[src/hdl/fdcd_pkg.sv]
package fdcd_pkg;

  localparam int DEFAULT_MAX_PIXELS = 65536;

  localparam int SAMPLE_W    = 8;
  localparam int PIXEL_W     = 3 * SAMPLE_W;
  localparam int METRIC_W    = 26;
  localparam int TERM_W      = 10;
  localparam int THRESH_W    = 26;
  localparam int FPIX_W      = 17;
  localparam int INDEX_W     = 16;
  localparam int FRAC_W      = 16;
  localparam int CFG_INDEX_W = 3;
  localparam int CFG_DATA_W  = 26;

  // queue between front and back
  localparam int QUEUE_DEPTH = 8;
  localparam int QAW         = $clog2(QUEUE_DEPTH);
  localparam int QCW         = $clog2(QUEUE_DEPTH + 1);

  typedef enum logic [CFG_INDEX_W-1:0] {
    REG_COUNT_MODE      = 3'd0,
    REG_COLOUR_MODE     = 3'd1,
    REG_PIXEL_THRESHOLD = 3'd2,
    REG_FRAME_THRESHOLD = 3'd3,
    REG_FRAME_PIXELS    = 3'd4
  } fdcd_reg_t;

  typedef struct packed {
    logic                count_mode;
    logic                colour_mode;
    logic [SAMPLE_W-1:0] pixel_threshold;
    logic [THRESH_W-1:0] frame_threshold;
    logic [FPIX_W-1:0]   frame_pixels;
  } fdcd_cfg_t;

  typedef struct packed {
    logic           valid;
    logic [QCW-1:0] count;
  } fdcd_queue_status_t;

endpackage

[src/hdl/fdcd_back.sv]
module fdcd_back import fdcd_pkg::*; #(
  parameter int MAX_PIXELS = DEFAULT_MAX_PIXELS,
  localparam int NPW = $clog2(MAX_PIXELS + 1)
) (
  input  logic                clk,
  input  logic                rst,
  input  fdcd_cfg_t           cfg,
  input  logic [NPW-1:0]      npix,
  input  fdcd_queue_status_t  qstat,
  input  logic [METRIC_W-1:0] q_data,
  output logic                pop,
  output logic                out_valid,
  input  logic                out_ready,
  output logic [INDEX_W-1:0]  frame_index,
  output logic                is_cut,
  output logic [METRIC_W-1:0] metric_total
);

  localparam int PW   = THRESH_W + NPW;
  localparam int LW   = METRIC_W + FRAC_W;
  localparam int CMPW = (PW > LW) ? PW : LW;

  logic                b1_valid;
  logic                b1_advance;
  logic [METRIC_W-1:0] b1_metric;
  logic [INDEX_W-1:0]  b1_index;
  logic [PW-1:0]       b1_product;
  logic [INDEX_W-1:0]  pair_count;
  logic [CMPW-1:0]     lhs;
  logic [CMPW-1:0]     rhs;

  assign b1_advance = b1_valid && (!out_valid || out_ready);
  assign pop        = qstat.valid && (!b1_valid || b1_advance);

  assign lhs = CMPW'({b1_metric, FRAC_W'(0)});
  assign rhs = CMPW'(b1_product);

  always_ff @(posedge clk) begin
    if (pop) begin
      b1_metric  <= q_data;
      b1_index   <= pair_count;
      b1_product <= PW'(cfg.frame_threshold) * PW'(npix);
    end
    if (b1_advance) begin
      frame_index  <= b1_index;
      metric_total <= b1_metric;
      is_cut       <= lhs > rhs;
    end
  end

  always_ff @(posedge clk) begin
    if (rst) begin
      b1_valid   <= 1'b0;
      out_valid  <= 1'b0;
      pair_count <= '0;
    end else begin
      if (pop) begin
        b1_valid   <= 1'b1;
        pair_count <= pair_count + INDEX_W'(1);
      end else if (b1_advance) begin
        b1_valid <= 1'b0;
      end
      if (b1_advance) begin
        out_valid <= 1'b1;
      end else if (out_ready) begin
        out_valid <= 1'b0;
      end
    end
  end

endmodule

[config.mk]
export PLATFORM = sky130hd
export DESIGN_NAME = fdcd_back
export DESIGN_NICKNAME = d
export VERILOG_FILES = /design/src/hdl/fdcd_pkg.sv /design/src/hdl/fdcd_back.sv
export SDC_FILE = /design/constraint.sdc
export NUM_CORES = 1
export LEC_CHECK = 0
export ABC_AREA = 0
export BUFFER_PORTS_ARGS = -buffer_cell sky130_fd_sc_hd__buf_2
export CAP_MARGIN = 20
export CORE_UTILIZATION = 55
export CTS_CLUSTER_SIZE = 16
export DETAILED_ROUTE_END_ITERATION = 10
export PLACE_DENSITY = 0.74
export SYNTH_ARGS = -nofsm -noshare
export SYNTH_HDL_FRONTEND = slang
export SYNTH_SLANG_ARGS = --single-unit
[constraint.sdc]
create_clock -name clk -period 13.9 [get_ports clk]
set_clock_uncertainty 0.2 [all_clocks]
set_input_delay 1.39 -clock clk [delete_from_list [all_inputs] [get_ports clk]]
set_output_delay 1.39 -clock clk [all_outputs]
set_load 0.03 [all_outputs]
==> run metrics <==
status=finished clean; Worst-path clk slew=0.06 ns; initial core utilization=0.561; number of buffers created by CTS=17; hold path depth=0; pin count of the biggest net entering global routing=73; Floorplan Core Area=34700 um2; Tcrit/Tclk final=0.553; vias=13500; Die Span Y=190 um; CTS tree=done; synth cell count leaders=466 x inv_1, 359 x fa_1, 309 x nand2_1; CP max stage cell=fa_1; crit-path max FO=26; Distinct cells, synth=49; worst-skew pair later-pin latency=0.41 ns; Async S/R FF share, synth=0; #FFs+latches synth=146; Rel. slew slack=0.442; ratio of cells with drive above 1 in the final layout=0.0782; max-cap violations=0; number of global-route vias before repair=14700; Synth Flop Type=edfxtp_1; Final Max Slew Viols=0; PortBufs=117; Wirelength per Cell=17.6 um; most frequent cell after synthesis=inv_1; first-pass GRT wire length=73400 um; clock root buffer=clkbuf_16; cts hold-fix bufs=0; initial antenna violation count=0; Post-CTS Setup Inserts=0; CTS sink cnt=146; Peak Freq=130 MHz; min cycle time layout=7.69 ns; nets@finish=2652; Post-CTS Resized=0; vias per cell=5.38; path depth of the worst reg2reg path=8; Detailed Route WL=44200 um; Overflow after GRT=0; maximum root-to-sink buffer count=2; Synth Warn #=0; Gate Count Post-Synth=1994; crit-path cells=buf_2 -> nand2_1 -> fa_1 -> fa_1 -> fa_1 -> fa_1 -> inv_1 -> fa_1 -> inv_1 -> fa_1 -> inv_1 -> ha_1 -> nand2_1 -> nor2_1 -> a211oi_1 -> o211ai_1 -> o31ai_1 -> o21ai_0 -> a311oi_1 -> xnor2_1; critical path data arrival time=7.64 ns; Post-Syn Nets=2601; Seq/Total Area, Yosys=0.216; area leader, netlist=fa_1; ANT cells=0; drt first pass iters=5; Crit. Startpoint=npix[3]; R2R Path End=pair_count[14]; RSZ-0062 raised after global routing=no; setup TNS=0 ns; synthesized area per cell=9.77 um2; Area growth syn-to-layout=7.40%; worst reg2reg startpoint=out_valid; CP endpoint kind=flop; stages on the worst setup path=20; DP HPWL=33700 um; worst slew pin tran=0.838 ns; r2r setup slk=10.85 ns; 1st-iter DRT viols=898; dominant cells by area after synthesis=fa_1 37%, edfxtp_1 20%, ha_1 9.2%, inv_1 9.0%, nand2_1 6.0%; die width=190 um; GRT Overall Usage=0.261; CP delay by family, top=adder cells; count of flip-flops with a built-in enable after synthesis=128; share of the synthesized area in the top cell type=0.369; Crit Path Category=primary input to flop; Max stage delay on crit path=0.58 ns; die footprint=36200 um2; hold crit path type=flop to flop; std cell rows=68; I/O pin cnt=149; drc violations=0; startpoint types=primary input; global placement routability congestion=0.878; Critical path destination=b1_product[41]; H-tree levels=4; worst path required time=13.85 ns; Finish-stage setup viols=0; CP Buf/Inv Count=4; Post-Syn Area=19500 um2; Crit path top cell by count=fa_1; post-route ant nets=0; final hold vios=0
cell usage in the layout (no fill, tap or decap), types with 4 or more instances in the layout:
cell type and count:
a21oi_1 51, nor4_1 5, o21bai_1 7, nand2_1 309, inv_8 4, ha_1 144, nor2b_1 7, nand4_1 17
nand3_1 17, and3_1 5, xor2_1 24, dfxtp_1 18, fa_1 359, or3_1 4, nor2_1 41, edfxtp_1 128
buf_2 117, and2_1 177, inv_1 466, clkbuf_16 17, o21ai_0 27, a21o_1 20, xnor2_1 28, inv_6 5
nor3_1 7, a31oi_1 8
state kept, by name (all words and copies together), names as in the netlist:
| register | count |
|---|---|
| b1_index | 16 |
| b1_product | 43 |
| is_cut | 1 |
| b1_valid | 1 |
| b1_metric | 26 |
| out_valid | 1 |
| metric_total | 26 |
| frame_index | 16 |
| pair_count | 16 |
layer usage:
metal	wire length (um)	GRT usage	up-vias
li1	-	-	6111
met1	18500	0.353	6734
met2	21300	0.450	593
met3	3530	0.0311	70
met4	826	0.0637	0
met5	0	0	-
worst min path at each step:
| stage | slack (ns) | start | end |
|---|---|---|---|
| after floorplan | 0.20 | b1_index[0] | frame_index[0] |
| after global placement | 0.20 | b1_index[5] | frame_index[5] |
| after detailed placement | 0.20 | b1_index[4] | frame_index[4] |
| after CTS | 0.22 | b1_index[4] | frame_index[4] |
| after global routing | 0.22 | b1_index[9] | frame_index[9] |
| final | 0.22 | b1_index[4] | frame_index[4] |
cells by family (layout without fill, tap and decap cells):
| kind of cell | Yosys count | in the layout | synth area share |
|---|---|---|---|
| compound gates | 140 | 140 | 0.0457 |
| xor+xnor | 52 | 52 | 0.0234 |
| fa+ha+maj | 503 | 503 | 0.461 |
| buf+inv | 553 | 617 | 0.107 |
| flops | 146 | 146 | 0.216 |
| mux | 1 | 1 | 0.000514 |
| simple gates | 599 | 599 | 0.147 |
cell type report:
cell class                 count  area [um2]
fill                        2932       13800
sequential                   146        4200
multi-input combinational   1295       13200
clock buffer                  18         429
clock inverter                14         139
tap                          455         569
timing repair buffer         119         613
inverter                     466        1750
through the flow:
stage / instance area, um2 / setup WS (ns) / hold slack, ns / util / cells
after floorplan: 19500 / 5.70 / 0.200 / - / 1994
after global placement: 20300 / 5.98 / 0.202 / 0.586 / 2480
after detailed placement: 20300 / 5.79 / 0.205 / 0.586 / 2480
after CTS: 20900 / 6.22 / 0.216 / 0.602 / 2512
after global routing: 20900 / 5.95 / 0.224 / 0.603 / 2513
final: 20900 / 6.21 / 0.216 / 0.603 / 2513
Power is not shown: default switching activity piles up to over one toggle a cycle in this logic, so the estimate is an artifact.
