File: src/hdl/fdcd_pkg.sv
package fdcd_pkg;

  localparam int DEFAULT_MAX_PIXELS = 65536;

  localparam int SAMPLE_W    = 8;
  localparam int PIXEL_W     = 3 * SAMPLE_W;
  localparam int METRIC_W    = 26;
  localparam int TERM_W      = 10;
  localparam int THRESH_W    = 26;
  localparam int FPIX_W      = 17;
  localparam int INDEX_W     = 16;
  localparam int FRAC_W      = 16;
  localparam int CFG_INDEX_W = 3;
  localparam int CFG_DATA_W  = 26;

  // queue between front and back
  localparam int QUEUE_DEPTH = 8;
  localparam int QAW         = $clog2(QUEUE_DEPTH);
  localparam int QCW         = $clog2(QUEUE_DEPTH + 1);

  typedef enum logic [CFG_INDEX_W-1:0] {
    REG_COUNT_MODE      = 3'd0,
    REG_COLOUR_MODE     = 3'd1,
    REG_PIXEL_THRESHOLD = 3'd2,
    REG_FRAME_THRESHOLD = 3'd3,
    REG_FRAME_PIXELS    = 3'd4
  } fdcd_reg_t;

  typedef struct packed {
    logic                count_mode;
    logic                colour_mode;
    logic [SAMPLE_W-1:0] pixel_threshold;
    logic [THRESH_W-1:0] frame_threshold;
    logic [FPIX_W-1:0]   frame_pixels;
  } fdcd_cfg_t;

  typedef struct packed {
    logic           valid;
    logic [QCW-1:0] count;
  } fdcd_queue_status_t;

endpackage

File: src/hdl/fdcd_queue.sv
module fdcd_queue import fdcd_pkg::*; (
  input  logic                clk,
  input  logic                rst,
  input  logic                push,
  input  logic [METRIC_W-1:0] push_data,
  input  logic                pop,
  output fdcd_queue_status_t  qstat,
  output logic [METRIC_W-1:0] q_data
);

  logic [METRIC_W-1:0] slots [QUEUE_DEPTH];
  logic [QAW-1:0]      wr_ptr;
  logic [QAW-1:0]      rd_ptr;
  logic [QCW-1:0]      count;

  assign qstat.valid = (count != '0);
  assign qstat.count = count;
  assign q_data      = slots[rd_ptr];

  always_ff @(posedge clk) begin
    if (push) begin
      slots[wr_ptr] <= push_data;
    end
  end

  always_ff @(posedge clk) begin
    if (rst) begin
      wr_ptr <= '0;
      rd_ptr <= '0;
      count  <= '0;
    end else begin
      if (push) begin
        wr_ptr <= wr_ptr + QAW'(1);
      end
      if (pop) begin
        rd_ptr <= rd_ptr + QAW'(1);
      end
      if (push && !pop) begin
        count <= count + QCW'(1);
      end else if (pop && !push) begin
        count <= count - QCW'(1);
      end
    end
  end

endmodule

File: config.mk
export PLATFORM = sky130hd
export DESIGN_NAME = fdcd_queue
export DESIGN_NICKNAME = d
export VERILOG_FILES = /design/src/hdl/fdcd_pkg.sv /design/src/hdl/fdcd_queue.sv
export SDC_FILE = /design/constraint.sdc
export NUM_CORES = 1
export LEC_CHECK = 0
export ABC_AREA = 1
export ABC_CLOCK_PERIOD_IN_PS = 2700
export BUFFER_PORTS_ARGS = -buffer_cell sky130_fd_sc_hd__buf_4
export CAP_MARGIN = 30
export CELL_PAD_IN_SITES_DETAIL_PLACEMENT = 1
export CELL_PAD_IN_SITES_GLOBAL_PLACEMENT = 2
export CORE_UTILIZATION = 41
export CTS_CLUSTER_DIAMETER = 120
export DETAILED_ROUTE_END_ITERATION = 7
export PLACE_DENSITY_LB_ADDON = 0.1
export SYNTH_ARGS = -nofsm -noshare
export SYNTH_HDL_FRONTEND = slang
export SYNTH_SLANG_ARGS = --single-unit
File: constraint.sdc
create_clock -name clk -period 2.7 [get_ports clk]
set_clock_uncertainty 0.1 [all_clocks]
set_input_delay 0.405 -clock clk [delete_from_list [all_inputs] [get_ports clk]]
set_output_delay 0.405 -clock clk [all_outputs]
set_load 0.01 [all_outputs]
==> results of run 1 <==
cell families (layout without fill, tap and decap cells):
logic type / after synthesis / in the layout / synth area share (%)
buffers and inverters: 54 / 135 / 3.36
AND/OR/NAND/NOR: 383 / 383 / 16.3
AO/OA/AOI/OAI: 113 / 113 / 6.36
flip-flops: 221 / 221 / 72.9
adder cells (fa/ha/maj): 6 / 6 / 0.925
XOR/XNOR: 2 / 2 / 0.196
worst max-delay path: stages, from the launching register on:
cell and delay (ps):
dfxtp_4 400, inv_8 240, buf_12 280, o21ai_1 120, nand2_1 90, nand2_1 70, nand2_1 130, buf_4 130
flip-flops by register name (all words and copies together), names as in the netlist, named ones only:
name and count:
rd_ptr 3, slots 208, count 4, wr_ptr 3
layout make-up:
cell class | instances | area [sq um] | area share (%)
timing repair buffer | 77 | 653 | 6.20
multi-input combinational | 504 | 2140 | 20.3
tap | 275 | 344 | 3.27
clock inverter | 10 | 145 | 1.38
sequential | 221 | 6510 | 61.8
clock buffer | 34 | 679 | 6.45
inverter | 14 | 60.1 | 0.570
metrics by stage:
step / utilization, % / std cells
finish: 49.8 / 1135
global route: 49.8 / 1135
CTS: 49.6 / 1134
detailed placement: 45.7 / 1090
global placement: 45.6 / 1089
floorplan: - / 779
synthesized netlist by cell type (2+ instances only):
| cell | instances | area, sq um |
|---|---|---|
| nand3_1 | 4 | 20.0 |
| dfxtp_1 | 13 | 260 |
| clkbuf_1 | 5 | 18.8 |
| o21ai_0 | 31 | 155 |
| nor2_1 | 224 | 841 |
| a21oi_1 | 7 | 35.0 |
| buf_2 | 22 | 110 |
| buf_1 | 4 | 15.0 |
| inv_1 | 11 | 41.3 |
| buf_6 | 9 | 101 |
| edfxtp_1 | 208 | 6250 |
| ha_1 | 5 | 62.6 |
| nand2_1 | 151 | 567 |
| or2_2 | 2 | 12.5 |
| o21ai_1 | 74 | 370 |
timing repair:
| item | CTS | global route |
|---|---|---|
| gates resized for setup | 1 | 2 |
| endpoints found under the setup margin | 1 | 1 |
| gates cloned | 0 | 1 |
| hold endpoints to repair | 0 | 0 |
| hold buffers | 0 | 0 |
metal layers:
metal / GRT usage [%] / up-vias / wire [um] / share of wire [%]
li1: - / 2770 / - / -
met1: 25.2 / 2875 / 9590 / 43
met2: 35.9 / 113 / 11300 / 51
met3: 3.08 / 28 / 1050 / 4.7
met4: 4.95 / 0 / 356 / 1.6
met5: 0 / - / 0 / 0
power by group through the flow:
| stage | clock network [mW] | logic [mW] | registers (mW) |
|---|---|---|---|
| 6_report | 3.39 | 0.883 | 3.88 |
| 5_1_grt | 3.60 | 0.995 | 3.88 |
| 4_1_cts | 3.47 | 0.890 | 3.87 |
| 3_5_place_dp | 0 | 0.882 | 3.95 |
| 3_3_place_gp | 0 | 0.846 | 3.94 |
| 2_1_floorplan | 0 | 0.528 | 3.94 |
path summary, 6_finish.rpt:
kind	from	endpoint	cells past startpoint
worst max register to register	wr_ptr[0]	slots[0][10]	3
worst max-delay path	register	q_data[1]	7
worst min-delay path	push_data[19]	slots[5][19]	1
worst min register to register	rd_ptr[1]	register	2
placed cells by master (no fill, tap or decap), types with 2 or more instances in the layout:
master | synthesis | routed
nor2_1 | 224 | 216
edfxtp_1 | 208 | 208
nand2_1 | 151 | 151
o21ai_1 | 74 | 74
buf_4 | 0 | 72
o21ai_0 | 31 | 31
clkbuf_16 | 0 | 26
inv_1 | 11 | 11
dfxtp_1 | 13 | 11
nor2_2 | 0 | 8
a21oi_1 | 7 | 7
clkbuf_1 | 5 | 7
clkinv_1 | 1 | 5
ha_1 | 5 | 5
nand3_1 | 4 | 4
bufinv_16 | 0 | 4
buf_12 | 0 | 3
or2_2 | 2 | 2
clkinv_2 | 0 | 2
clkbuf_8 | 0 | 2
==> out/qor.yml, run 1 <==
drt:
  wl_um: 22300
  routedWlPerCell_um: 19.6
  drc: 0
  viasPerCell: 5.10
  vias: 5786
  drtIter0Drc: 302
  dr.pass1.iters: 4
  drtAntennaViolNets: 0
timing:
  drv_slew: 0
  holdWs_ps: 25.9
  max_slew_margin_pct: 64.4
  rsz0062_at_grt: "no"
  fin_ws_ps: 209
  worstMarginPinSlew_ps: 533
  fmax_mhz: 402
  finalSetupViolCount: 0
  period_share_pct: 92.2
  fin_crit_ps: 2490
  hold_violations: 0
  setup-tns-final_ps: 0
grt:
  grt_max_degree: 105
  grt_antenna_before_repair: 0
  grtUsageTotal_pct: 20.1
  overflow: 0
  grt_first_pass_wirelength_um: 33800
  first_global_vias: 6206
power:
  p_int_mw: 6.29
  power_frac_clock_pct: 41.6
  pwr_density_cell_nw_per_um2: 774
  ir_drop_v: 0.000599
  p_seq_share_pct: 47.6
  comb_power_share_pct: 10.8
  netSwitchingPower_mw: 1.86
  p_leak_nw: 3.93
  power.total_mw: 8.15
  p_sw_share_pct: 22.9
clock_tree:
  worstSkewPairLatency_ps: 500
  numCtsBuffers: 24
  clk_pin_slew_ps: 60
  cts.sinks: 221
  cts_tree: "done"
  htree_levels: 1
  cts_buffer_depth: 3
  cts_setup_buffers: 0
  cts-root-buf: "clkbuf_16"
yosys:
  ys_async_sr_fraction_pct: 0
  ys_types: 24
  yosysWarnings: 0
  synth_fp_nets: 815
  synth-seq-cells: 221
  yosysSeqAreaShare_pct: 72.9
  syn-cell-area_sq_um: 8930
  synth_ff_type: "edfxtp_1"
  synth_edf_count: 208
  syn_avg_cell_area_sq_um: 11.5
  syn_inst: 779
die:
  die_h_um: 150
  dieArea_sq_um: 22400
  io_pins: 61
  start_util_pct: 42.2
  dieWidth_um: 150
  core-area_sq_um: 21200
  num_rows: 53
finish:
  fin_area_sq_um: 10500
  final_net_count: 878
  antenna_cells: 0
  synthToLayoutAreaGrowth_pct: 18.0
  layout-drive-gt1-share_pct: 14.4
  fillCellCount: 2231
setup_path:
  cp_max_fo: 54
  cp_data_arrival_time_ps: 1990
  startpoint_type: "register"
  worstSetupPathType: "reg -> out"
  end_kind: "output port"
  rrSetupSlack_ps: 970
  required_ps: 2190
place:
  portBuffers: 60
  hpwl_um: 11900
  gp_congestion: 0.732
  dp_slack_ps: 571
  placed_cell_area_sq_um: 9670
outcome:
  status: "finished clean"
flow_run:
  cap_viol_max_count: 0
min_path:
  hp-class: "in -> reg"
(Power assumes the default switching activity.)
==> inputs of run 2 (changes only) <==
CORE_MARGIN = 2   (was default)
CORE_UTILIZATION = 42   (was 41)
CTS_BUF_LIST = sky130_fd_sc_hd__clkbuf_8   (was default)
==> out/qor.yml, run 2 (synthesis gave the netlist of run 1 again) <==
timing:
  period_share_pct: 91.0  # was 92.2%
  hold_violations: 0  # unchanged
  fmax_mhz: 407  # was 402 MHz
  fin_crit_ps: 2460  # was 2490 ps
  rsz0062_at_grt: "no"  # unchanged
  worstMarginPinSlew_ps: 547  # was 533 ps
  max_slew_margin_pct: 63.5  # was 64.4%
  setup-tns-final_ps: 0  # unchanged
  finalSetupViolCount: 0  # unchanged
  drv_slew: 0  # unchanged
place:
  gp_congestion: 0.744  # was 0.732
  hpwl_um: 12200  # was 11900 um
  portBuffers: 60  # unchanged
  placed_cell_area_sq_um: 9670  # about the same
power:
  netSwitchingPower_mw: 1.89  # was 1.86 mW
  comb_power_share_pct: 11.7  # was 10.8%
  power_frac_clock_pct: 37.2  # was 41.6%
  pwr_density_cell_nw_per_um2: 721  # was 774 nW/um^2
  p_seq_share_pct: 51.0  # was 47.6%
  p_leak_nw: 4.01  # was 3.93 nW
  ir_drop_v: 0.000598  # was 0.000599 V
  p_int_mw: 5.71  # was 6.29 mW
  p_sw_share_pct: 24.9  # was 22.9%
setup_path:
  cp_data_arrival_time_ps: 1950  # was 1990 ps
  worstSetupPathType: "reg -> out"  # unchanged
  required_ps: 2190  # about the same
  cp_max_fo: 28  # was 54
  end_kind: "output port"  # unchanged
  startpoint_type: "register"  # unchanged
finish:
  layout-drive-gt1-share_pct: 15.3  # was 14.4%
  antenna_cells: 0  # unchanged
  top_regs: "slots: 208 flops, count: 4 flops"  # unchanged
  final_net_count: 912  # was 878
  synthToLayoutAreaGrowth_pct: 18.1  # was 18.0%
  largest_reg_flops: 208  # unchanged
  final_common_cell: "nor2_1"  # unchanged
  fin_area_sq_um: 10500  # about the same
  fin_util_pct: 50.3  # was 49.8%
  mostFrequentLayoutCells: "nor2_1, edfxtp_1, nand2_1"  # unchanged
  top_register: "slots"  # unchanged
outcome:
  status: "finished clean"  # unchanged
drt:
  routedWlPerCell_um: 18.9  # was 19.6 um
  dr.pass1.iters: 6  # was 4
  drtAntennaViolNets: 0  # unchanged
  wl_um: 22200  # was 22300 um
  drc: 0  # unchanged
  viasPerCell: 5.03  # was 5.10
  vias: 5910  # was 5786
  drtIter0Drc: 305  # was 302
clock_tree:
  worstSkewPairLatency_ps: 520  # was 500 ps
  cts_buffer_depth: 3  # unchanged
  cts-root-buf: "clkbuf_8"  # was clkbuf_16
  cts_tree: "done"  # unchanged
  cts.sinks: 221  # unchanged
  htree_levels: 2  # was 1
  clk_pin_slew_ps: 60  # about the same
  numCtsBuffers: 39  # was 24
  cts_resized: 0  # was 1
die:
  start_util_pct: 42.6  # was 42.2%
  dieArea_sq_um: 22400  # about the same
  dieWidth_um: 150  # about the same
  io_pins: 61  # unchanged
  num_rows: 53  # unchanged
  die_h_um: 150  # about the same
  core-area_sq_um: 21000  # was 21200 sq um
min_path:
  hp-class: "in -> reg"  # unchanged
grt:
  grt_antenna_before_repair: 0  # unchanged
  overflow: 0  # unchanged
  grt_first_pass_wirelength_um: 34800  # was 33800 um
  first_global_vias: 6412  # was 6206
  grt_max_degree: 70  # was 105
  grtUsageTotal_pct: 20.5  # was 20.1%
flow_run:
  cap_viol_max_count: 0  # unchanged
run 2: changes by cell type in the layout (fill, tap and decap cells not counted), moves of 5 or more:
cell,change
clkbuf_1,-7
inv_1,+19
clkbuf_8,+37
dlygate4sd3_1,+17
clkbuf_16,-26
buf_4,+5
run 2: critical path: stages (launching register included):
cell     delay, ps
dfxtp_2        460
inv_2           60
buf_4          250
nor2_1         150
o21ai_0        110
nand2_1         90
nand2_1         50
nand2_1        120
buf_4          130
run 2: cell type report:
class,instances,area (sq um)
fill,2274,10400
clock buffer,39,537
tap,275,344
timing repair buffer,96,788
inverter,14,55.1
sequential,221,6510
clock inverter,27,166
multi-input combinational,504,2140
run 2: repair_timing:
action                    in CTS  in global routing
buffers inserted               0                  0
hold endpoints to repair     122                  0
hold buffers                  17                  0
run 2: layer usage:
layer	vias to the layer above	GRT usage (%)	part of all wire (%)
met3	34	3.51	4.3
li1	2840	-	-
met4	0	6.13	1.8
met2	121	34.5	49
met1	2915	27.5	45
met5	-	0	0
run 2: final timing paths:
| path | slack, ps | to | depth (start not counted) | start |
|---|---|---|---|---|
| setup / recovery | 240 | q_data[25] | 8 | register |
| hold / removal | 30 | slots[4][19] | 1 | push_data[19] |
| setup reg to reg | 990 | slots[2][24] | 3 | wr_ptr[0] |
| hold reg to reg | 400 | register | 2 | rd_ptr[1] |
run 2: power by group through the flow:
stage               registers (mW)  logic [mW]  clock network, mW
finish                        3.88       0.892               2.83
global route                  3.88        1.01               3.07
CTS                           3.88       0.912               2.93
detailed placement            3.95       0.886                  0
global placement              3.94       0.851                  0
floorplan                     3.94       0.528                  0
run 2: through the flow:
step	std cells	total power, mW	hold slack, ps	worst slack (ps)
final	1176	7.60	26.4	242
after global routing	1176	7.97	0.554	71.7
after CTS	1176	7.72	0.332	181
after detailed placement	1093	4.84	395	753
after global placement	1093	4.79	390	768
after floorplan	779	4.47	357	307
